<file path="src/sbalu_pkg.sv">
package sbalu_pkg;

  // operation codes, code 15 is unused
  typedef enum logic [3:0] {
    CMD_ADD  = 4'd0,
    CMD_ADDC = 4'd1,
    CMD_SUB  = 4'd2,
    CMD_SUBC = 4'd3,
    CMD_CMP  = 4'd4,
    CMD_DADD = 4'd5,
    CMD_AND  = 4'd6,
    CMD_BIT  = 4'd7,
    CMD_BIC  = 4'd8,
    CMD_BIS  = 4'd9,
    CMD_XOR  = 4'd10,
    CMD_RRA  = 4'd11,
    CMD_RRC  = 4'd12,
    CMD_SWPB = 4'd13,
    CMD_SXT  = 4'd14
  } cmd_t;

  localparam logic [15:0] MASK_WORD = 16'hFFFF;
  localparam logic [15:0] MASK_BYTE = 16'h00FF;
  localparam logic [15:0] SIGN_WORD = 16'h8000;
  localparam logic [15:0] SIGN_BYTE = 16'h0080;
  localparam logic [15:0] SXT_HIGH  = 16'hFF00;
  localparam logic [5:0]  BCD_TEN   = 6'd10;
  localparam logic [5:0]  BCD_TWENTY = 6'd20;
  localparam logic [5:0]  BCD_THIRTY = 6'd30;

  // operand register stage
  typedef struct packed {
    cmd_t        cmd;
    logic        bm;
    logic [15:0] src;
    logic [15:0] dst;
    logic        cin;
    logic        uf;
  } s1_t;

  // partial result stage, decimal add in word mode still has its high byte to do
  typedef struct packed {
    logic        bm;
    logic [15:0] res;
    logic        wb;
    logic        fl;
    logic        uf;
    logic        cy;
    logic        ov;
    logic        dadd_hi;
    logic [1:0]  dadd_c;
    logic [7:0]  src_hi;
    logic [7:0]  dst_hi;
  } s2_t;

  // output stage
  typedef struct packed {
    logic [15:0] res;
    logic        wb;
    logic        fl;
    logic        cy;
    logic        z;
    logic        n;
    logic        ov;
  } s3_t;

  // one decimal digit: returns {carry, digit}, carry may reach 3 for non-bcd digits
  function automatic logic [5:0] bcd_digit(input logic [3:0] a, input logic [3:0] b,
                                           input logic [1:0] c);
    logic [5:0] sum;
    logic [5:0] dig;
    logic [1:0] co;
    sum = {2'b00, a} + {2'b00, b} + {4'b0000, c};
    if (sum >= BCD_THIRTY) begin
      co  = 2'd3;
      dig = sum - BCD_THIRTY;
    end else if (sum >= BCD_TWENTY) begin
      co  = 2'd2;
      dig = sum - BCD_TWENTY;
    end else if (sum >= BCD_TEN) begin
      co  = 2'd1;
      dig = sum - BCD_TEN;
    end else begin
      co  = 2'd0;
      dig = sum;
    end
    return {co, dig[3:0]};
  endfunction

endpackage

</file>
<file path="src/sixteen_bit_alu_with_flags_top.sv">
// channel   | ports                                                        | direction
// ----------+--------------------------------------------------------------+----------
// input     | in_valid, in_stall, in_command, in_byte_mode,                 | in
//           | in_source_operand, in_dest_operand, in_carry_in,             |
//           | in_update_flags                                              |
// result    | out_valid, out_stall, out_result_value, out_write_back,      | out
//           | out_flags_written, out_carry_out, out_zero_flag,             |
//           | out_negative_flag, out_overflow_flag                         |
//
// one item per cycle while the result side does not stall, through three register stages:
// operands, adder/logic plus low decimal byte, high decimal byte plus flags.
// the high-byte decimal digit chain and the 16-bit adder set the stage depth.
// rst_n (synchronous, active low) clears the stage valid bits only.
// a stall on the result side holds each full stage; empty stages still fill.
module sixteen_bit_alu_with_flags_top
  import sbalu_pkg::*;
(
  input  logic        clk,
  input  logic        rst_n,
  input  logic        in_valid,
  output logic        in_stall,
  input  logic [3:0]  in_command,
  input  logic        in_byte_mode,
  input  logic [15:0] in_source_operand,
  input  logic [15:0] in_dest_operand,
  input  logic        in_carry_in,
  input  logic        in_update_flags,
  output logic        out_valid,
  input  logic        out_stall,
  output logic [15:0] out_result_value,
  output logic        out_write_back,
  output logic        out_flags_written,
  output logic        out_carry_out,
  output logic        out_zero_flag,
  output logic        out_negative_flag,
  output logic        out_overflow_flag
);

  logic v1_r, v2_r, v3_r;
  s1_t  s1_r, s1_nxt;
  s2_t  s2_r, s2_nxt;
  s3_t  s3_r, s3_nxt;
  logic adv1, adv2, adv3;

  // stage enables, a stage moves when the one after it is empty or moving
  assign adv3     = !v3_r || !out_stall;
  assign adv2     = !v2_r || adv3;
  assign adv1     = !v1_r || adv2;
  assign in_stall = !adv1;

  // operand capture with width masking
  always_comb begin
    logic [15:0] w;
    w           = in_byte_mode ? MASK_BYTE : MASK_WORD;
    s1_nxt.cmd  = cmd_t'(in_command);
    s1_nxt.bm   = in_byte_mode;
    s1_nxt.src  = in_source_operand & w;
    s1_nxt.dst  = in_dest_operand & w;
    s1_nxt.cin  = in_carry_in;
    s1_nxt.uf   = in_update_flags;
  end

  // adder, logic ops, rotates and low decimal byte
  always_comb begin
    logic [15:0] w;
    logic [15:0] sb;
    logic [15:0] b;
    logic        ci;
    logic [16:0] sum;
    logic [5:0]  dg0;
    logic [5:0]  dg1;
    w   = s1_r.bm ? MASK_BYTE : MASK_WORD;
    sb  = s1_r.bm ? SIGN_BYTE : SIGN_WORD;
    b   = (s1_r.cmd == CMD_ADD || s1_r.cmd == CMD_ADDC) ? s1_r.src : (~s1_r.src & w);
    ci  = (s1_r.cmd == CMD_ADD) ? 1'b0 :
          ((s1_r.cmd == CMD_SUB || s1_r.cmd == CMD_CMP) ? 1'b1 : s1_r.cin);
    sum = {1'b0, s1_r.dst} + {1'b0, b} + {16'd0, ci};
    dg0 = bcd_digit(s1_r.src[3:0], s1_r.dst[3:0], {1'b0, s1_r.cin});
    dg1 = bcd_digit(s1_r.src[7:4], s1_r.dst[7:4], dg0[5:4]);

    s2_nxt.bm      = s1_r.bm;
    s2_nxt.uf      = s1_r.uf;
    s2_nxt.res     = 16'd0;
    s2_nxt.wb      = 1'b1;
    s2_nxt.fl      = 1'b1;
    s2_nxt.cy      = 1'b0;
    s2_nxt.ov      = 1'b0;
    s2_nxt.dadd_hi = 1'b0;
    s2_nxt.dadd_c  = dg1[5:4];
    s2_nxt.src_hi  = s1_r.src[15:8];
    s2_nxt.dst_hi  = s1_r.dst[15:8];

    unique case (s1_r.cmd) inside
      CMD_ADD, CMD_ADDC, CMD_SUB, CMD_SUBC, CMD_CMP: begin
        s2_nxt.res = sum[15:0] & w;
        s2_nxt.cy  = s1_r.bm ? sum[8] : sum[16];
        s2_nxt.ov  = |((s1_r.dst ^ s2_nxt.res) & (b ^ s2_nxt.res) & sb);
        s2_nxt.wb  = (s1_r.cmd != CMD_CMP);
      end
      CMD_DADD: begin
        s2_nxt.res     = {8'd0, dg1[3:0], dg0[3:0]};
        s2_nxt.cy      = (dg1[5:4] != 2'd0);
        s2_nxt.dadd_hi = !s1_r.bm;
      end
      CMD_AND, CMD_BIT: begin
        s2_nxt.res = s1_r.src & s1_r.dst;
        s2_nxt.cy  = (s2_nxt.res != 16'd0);
        s2_nxt.wb  = (s1_r.cmd != CMD_BIT);
      end
      CMD_BIC: begin
        s2_nxt.res = ~s1_r.src & s1_r.dst;
        s2_nxt.fl  = 1'b0;
      end
      CMD_BIS: begin
        s2_nxt.res = s1_r.src | s1_r.dst;
        s2_nxt.fl  = 1'b0;
      end
      CMD_XOR: begin
        s2_nxt.res = s1_r.src ^ s1_r.dst;
        s2_nxt.cy  = (s2_nxt.res != 16'd0);
        s2_nxt.ov  = |(s1_r.src & s1_r.dst & sb);
      end
      CMD_RRA: begin
        s2_nxt.res = (s1_r.src >> 1) | (s1_r.src & sb);
        s2_nxt.cy  = s1_r.src[0];
      end
      CMD_RRC: begin
        s2_nxt.res = (s1_r.src >> 1) | (s1_r.cin ? sb : 16'd0);
        s2_nxt.cy  = s1_r.src[0];
      end
      CMD_SWPB: begin
        s2_nxt.res = {s1_r.src[7:0], s1_r.src[15:8]} & w;
        s2_nxt.fl  = 1'b0;
      end
      CMD_SXT: begin
        s2_nxt.res = (s1_r.src[7] ? (s1_r.src | SXT_HIGH) : (s1_r.src & MASK_BYTE)) & w;
        s2_nxt.cy  = (s2_nxt.res != 16'd0);
      end
      default: begin
        s2_nxt.wb = 1'b0;
        s2_nxt.fl = 1'b0;
      end
    endcase
  end

  // high decimal byte, flag gating
  always_comb begin
    logic [5:0]  dg2;
    logic [5:0]  dg3;
    logic [15:0] r;
    logic        cy;
    logic        fl;
    dg2 = bcd_digit(s2_r.src_hi[3:0], s2_r.dst_hi[3:0], s2_r.dadd_c);
    dg3 = bcd_digit(s2_r.src_hi[7:4], s2_r.dst_hi[7:4], dg2[5:4]);
    r   = s2_r.res;
    cy  = s2_r.cy;
    if (s2_r.dadd_hi) begin
      r  = {dg3[3:0], dg2[3:0], s2_r.res[7:0]};
      cy = (dg3[5:4] != 2'd0);
    end
    fl         = s2_r.fl & s2_r.uf;
    s3_nxt.res = r;
    s3_nxt.wb  = s2_r.wb;
    s3_nxt.fl  = fl;
    s3_nxt.cy  = fl & cy;
    s3_nxt.z   = fl & (r == 16'd0);
    s3_nxt.n   = fl & (s2_r.bm ? r[7] : r[15]);
    s3_nxt.ov  = fl & s2_r.ov;
  end

  // valid bits
  always_ff @(posedge clk) begin
    if (!rst_n) begin
      v1_r <= 1'b0;
      v2_r <= 1'b0;
      v3_r <= 1'b0;
    end else begin
      if (adv1) v1_r <= in_valid;
      if (adv2) v2_r <= v1_r;
      if (adv3) v3_r <= v2_r;
    end
  end

  // stage payloads
  always_ff @(posedge clk) begin
    if (adv1 && in_valid) s1_r <= s1_nxt;
    if (adv2 && v1_r) s2_r <= s2_nxt;
    if (adv3 && v2_r) s3_r <= s3_nxt;
  end

  assign out_valid         = v3_r;
  assign out_result_value  = s3_r.res;
  assign out_write_back    = s3_r.wb;
  assign out_flags_written = s3_r.fl;
  assign out_carry_out     = s3_r.cy;
  assign out_zero_flag     = s3_r.z;
  assign out_negative_flag = s3_r.n;
  assign out_overflow_flag = s3_r.ov;

`ifndef NO_ASSERTIONS
  // a full pipeline under a result stall must push back on the input
  a_full_stall: assert property (@(posedge clk) disable iff (!rst_n)
    (v1_r && v2_r && v3_r && out_stall) |-> in_stall)
    else $error("full pipeline accepted an item under stall");

  // zero and negative cannot both be set
  a_zero_neg: assert property (@(posedge clk) disable iff (!rst_n)
    out_valid |-> !(out_zero_flag && out_negative_flag))
    else $error("zero and negative flags both set");

  // unwritten flags read as zero
  a_flags_clear: assert property (@(posedge clk) disable iff (!rst_n)
    (out_valid && !out_flags_written) |->
      !(out_carry_out || out_zero_flag || out_negative_flag || out_overflow_flag))
    else $error("flag set while flags not written");

  // an item in the middle stage reaches the output stage when it is free
  a_advance: assert property (@(posedge clk) disable iff (!rst_n)
    (v2_r && (!v3_r || !out_stall)) |=> v3_r)
    else $error("item lost between stages");
`endif

endmodule

</file>
<file path="config.mk">
export PLATFORM = sky130hd
export DESIGN_NAME = sixteen_bit_alu_with_flags_top
export DESIGN_NICKNAME = d
export VERILOG_FILES = /design/src/sbalu_pkg.sv /design/src/sixteen_bit_alu_with_flags_top.sv
export SDC_FILE = /design/constraint.sdc
export NUM_CORES = 1
export LEC_CHECK = 0
export BUFFER_PORTS_ARGS = -buffer_cell sky130_fd_sc_hd__buf_2
export CAP_MARGIN = 15
export CORE_MARGIN = 4
export CORE_UTILIZATION = 25
export CTS_CLUSTER_SIZE = 25
export DETAILED_ROUTE_END_ITERATION = 8
export PLACE_DENSITY = 0.45
export SLEW_MARGIN = 40
export SYNTH_ARGS = -nofsm -noshare
export SYNTH_HDL_FRONTEND = slang
export SYNTH_SLANG_ARGS = --single-unit
</file>
<file path="constraint.sdc">
create_clock -name clk -period 6.2 [get_ports clk]
set_input_delay 1.24 -clock clk [delete_from_list [all_inputs] [get_ports clk]]
set_output_delay 1.24 -clock clk [all_outputs]
set_load 0.03 [all_outputs]
</file>
After elaboration in Yosys (flattened, before gate mapping)
Index checks and enable logic that the tools add are counted.
{"block": "classes", "n_bitwise": 24, "n_mux": 41, "order_cmp": 12, "addsub": 22, "reduce_logical": 28, "n_eq_ne": 16}
{"cell": "16-bit AND", "n": 12}
{"cell": "16-bit case mux with 10 select lines", "n": 1}
{"cell": "16-bit two-way mux", "n": 7}
{"cell": "6-bit by 5-bit >= comparator with 1-bit output (second input constant)", "n": 8}
{"cell": "4-bit two-way mux", "n": 12}
{"cell": "16-bit nonzero test", "n": 3}
{"cell": "16-bit XOR", "n": 3}
{"cell": "15-bit by 16-bit OR with 16-bit output", "n": 2}
{"cell": "16-bit OR reduction", "n": 2}
{"cell": "4-bit subtractor (second input constant)", "n": 8}
{"cell": "4-bit == test (second input constant)", "n": 7}
{"cell": "6-bit by 4-bit >= comparator with 1-bit output (second input constant)", "n": 4}
{"cell": "4-bit by 4-bit adder with 5-bit output", "n": 4}
{"cell": "5-bit by 2-bit adder with 6-bit output", "n": 3}
{"cell": "16-bit by 16-bit adder with 17-bit output", "n": 1}
{"cell": "17-bit by 1-bit adder with 17-bit output", "n": 1}
{"cell": "4-bit by 3-bit == test with 1-bit output (second input constant)", "n": 4}
{"cell": "16-bit logical NOT", "n": 1}
{"cell": "2-bit two-way mux", "n": 8}
{"cell": "16-bit inverter", "n": 1}
{"cell": "16-bit OR", "n": 1}
{"cell": "4-bit by 3-bit subtractor with 4-bit output (second input constant)", "n": 4}
{"cell": "12-bit OR reduction", "n": 1}
{"cell": "1-bit two-way mux", "n": 10}
{"cell": "16 further kinds", "n": 35}
{"block": "totals", "inputBits": 43, "wordCells": 170, "ff_bits": 105, "output_inout_bits": 24}

Logic depth before layout (Yosys ltp)
{"block": "depth", "depth_word": 14, "ltp_mapped": 27}

Least setup slack after synthesis
No wires, ideal clock.
{"block": "synth_path", "kind": "register to register", "from": "register s2_r[1] (netlist name)", "to": "register s3_r, in the netlist out_zero_flag (data pin)", "path_stages_with_launch": 27, "n_path_buf": 0, "setup_ns": 0.169, "slack_ns": 0.202, "t_arrival_ns": 5.829, "synth_period_minus_slack_ns": 5.998, "path_cell_list": "edfxtp_1 inv_1 fa_1 inv_1 ha_1 fa_1 xor2_2 ha_1 nand2_1 o211ai_1 a21oi_1 a21o_1 fa_1 inv_1 ha_1 fa_1 xnor2_2 inv_1 ha_1 a21oi_1 o21ai_1 or2_1 nor4b_2 a211oi_1 a221o_1 a2111oi_2 nor4b_2"}
{"element": "from (decl)", "line_no": "sixteen_bit_alu_with_flags_top.sv:41", "source": "s2_t s2_r, s2_nxt;"}
{"element": "from (signal assigned)", "line_no": "sixteen_bit_alu_with_flags_top.sv:187", "source": "if (adv2 && v1_r) s2_r <= s2_nxt;"}
{"element": "to (signal assigned)", "line_no": "sixteen_bit_alu_with_flags_top.sv:188", "source": "if (adv3 && v2_r) s3_r <= s3_nxt;"}
{"element": "to (decl)", "line_no": "sixteen_bit_alu_with_flags_top.sv:42", "source": "s3_t s3_r, s3_nxt;"}

==> run summary <==
Slew headroom - 45.3%
IO Pins - 67
worst path required time - 6.39 ns
syn nets - 950
most common cell in the netlist - ha_1
leakage dissipation - 3.92 nW
n_diodes - 0
CTS tree - yes
Die Y - 187 um
Most flops, register - s2_r
Crit. End Element - flop
Reg area - 3120 um^2
Final Core Density - 29.8%
Longest Clk Path Bufs - 2
crit-path max FO - 5
sequential area share after synthesis - 39.0%
Hold Slack - 0.423 ns
max-cap violations - 0
Final min period - 5.87 ns
total congestion overflow - 0
Avg Cell Area, Syn - 10.2 um^2
Gate Count Post-Synth - 788
Non-Filler Instances - 1273
Worst Hold Depth - 0
R2R Path End - out_zero_flag
async set-reset flop share out of synthesis - 0%
largest net degree at the start of global routing - 40
Final Hold Viols - 0
wire per inst - 17.2 um
Nets - 1028
Commonest cells post-synth - ha_1 (106), edfxtp_1 (102), inv_1 (74), nand2_1 (59), a21oi_1 (54)
most common flop cell mapped by yosys - edfxtp_1
Max VDD drop - 0.135 mV
GRT Total Usage - 12.4%
initial antenna violation count - 0
CTS Sinks - 105
drt total wl - 21.9 mm
Power Total - 2.92 mW
First-pass DRT Iterations - 5
worst-margin pin slew - 0.817 ns
Register-to-Register Path Depth - 24
Starting Density - 25.4%
vias - 6109
largest area contributor in the synthesized netlist - edfxtp_1
fill count - 3307
P&R area growth vs syn - 17.5%
placer's final routability congestion estimate - 0.870
Starting DRT DRC Count - 380
global-route wire length before repair - 34.2 mm
DR DRC count - 0
H-tree depth - 3
HP Class - flop to flop
top-area cell type share of the netlist area - 38.2%
FMAX - 0.170 GHz
Post-DRT Antenna Nets - 0
top post-synthesis cells by area - edfxtp_1 (38%), ha_1 (17%), inv_1 (3.5%)
synth warn - 0
area occupied by multi-input gates - 4650 um^2
final setup vio count - 0
DP HPWL - 17.0 mm
Final Max Slew Viols - 0
Power Density - 310 nW/um^2
Post-Synthesis Cell Area - 8010 um^2
Post-synth EDFFs - 102
die area - 35000 um^2
Worst Hold Launch - s2_r[23]
PortBufs - 66
Crit Path Class - flop to flop
share of cells above drive strength 1 - 16.4%
status - finished, final reports clean
Clk Latency, worst-skew pair - 0.36 ns
count of cell types in the netlist - 66
Via density - 4.80
clk slew on worst S/H paths - 0.08 ns
CTS Hold Bufs - 0
Cells after DPL - 1254
worst r2r src - s2_r[17]
CP arrival - 6.06 ns
Final Cell Area - 9410 um^2
chip width - 187 um
Area after DPL - 8980 um^2
end of the worst hold path - out_write_back
Core Area - 31600 um^2
Seq cells post-synth - 105
CTS Root Cell - clkbuf_16
period utilization - 94.7%
max FFs per register - 41
vias in the first global route - 6008
Rows - 65
worst clock skew - 0.0128 ns
CTS buffer count - 9
CP Launch Type - flop
internal reg-to-reg setup slack - 0.33 ns
==> kinds of logic (layout without fill, tap and decap cells) <==
kind of cell,after synthesis,in the layout,synth area share (%)
AO/OA/AOI/OAI,213,213,17.9
AND/OR/NAND/NOR,213,213,13.8
adder cells (fa/ha/maj),119,119,19.8
flip-flops,105,105,39.0
buffers and inverters,97,180,4.56
XOR/XNOR,33,33,3.89
multiplexers,8,8,1.03
==> cells in the final DEF (no fill, tap or decap), drive strengths merged, types with 20 or more instances in the layout <==
cell type,count
a21oi,55
edfxtp,102
nand2,59
inv,78
nand3,20
buf,89
nor2b,32
xnor2,21
nor2,31
ha,106
o21ai,40
==> layout make-up <==
class	count	area share (%)
Multi-Input combinational cell	586	49.3
Sequential cell	105	33.2
Timing Repair Buffer	89	5.77
Tap cell	402	5.34
Inverter	75	2.99
Clock buffer	9	2.39
Clock inverter	7	0.984
==> where the power goes <==
part	internal (mW)	leakage [nW]	switching [mW]
registers	0.865	0.987	0.0638
clock network	0.325	0.156	0.288
logic	0.608	2.77	0.773
total	1.80	3.92	1.13
==> critical path, cell delays in order (launching register included) <==
cell	delay, ns
edfxtp_1	0.33
inv_1	0.05
fa_1	0.52
inv_1	0.04
ha_2	0.20
fa_2	0.65
ha_4	0.15
nand2_1	0.06
o211ai_1	0.24
a21oi_1	0.11
a21o_1	0.19
fa_1	0.48
inv_1	0.07
ha_4	0.18
fa_2	0.57
inv_2	0.07
ha_2	0.18
a21oi_2	0.12
o21ai_2	0.07
or2_4	0.28
nor4b_4	0.28
a211oi_2	0.07
a221o_1	0.36
a2111oi_2	0.21
nor4b_2	0.23
==> worst max-delay path by stage <==
stage	start	cells past startpoint	slack, ns	end
2_1_floorplan	s2_r[1]	26	0.20	out_zero_flag
3_3_place_gp	s2_r[1]	26	0.16	out_zero_flag
3_5_place_dp	s2_r[1]	26	0.008	out_zero_flag
4_1_cts	s2_r[1]	26	0.0006	out_zero_flag
5_1_grt	s2_r[17]	26	-0.01	out_zero_flag
6_report	s2_r[17]	24	0.33	out_zero_flag
==> stage by stage <==
step,TNS (ns),setup slack [ns]
after floorplan,0,0.202
after global placement,0,0.162
after detailed placement,0,0.00814
after CTS,0,0.000578
after global routing,-0.0101,-0.0101
final,0,0.329
==> metal layers <==
| metal | GRT usage, % | wire length (um) | share of wire, % | vias to the layer above |
|---|---|---|---|---|
| li1 | - | - | - | 3041 |
| met1 | 17.0 | 10600 | 48 | 2918 |
| met2 | 20.3 | 10300 | 47 | 131 |
| met3 | 1.98 | 759 | 3.5 | 19 |
| met4 | 3.30 | 337 | 1.5 | 0 |
| met5 | 0 | 0 | 0 | - |
==> repair_timing <==
action | in CTS | in global routing
pin swaps | 1 | 16
buffers inserted | 0 | 3
resized for setup | 0 | 22
gates cloned | 0 | 0
setup endpoints to repair | 1 | 3
(Power assumes the default switching activity.)
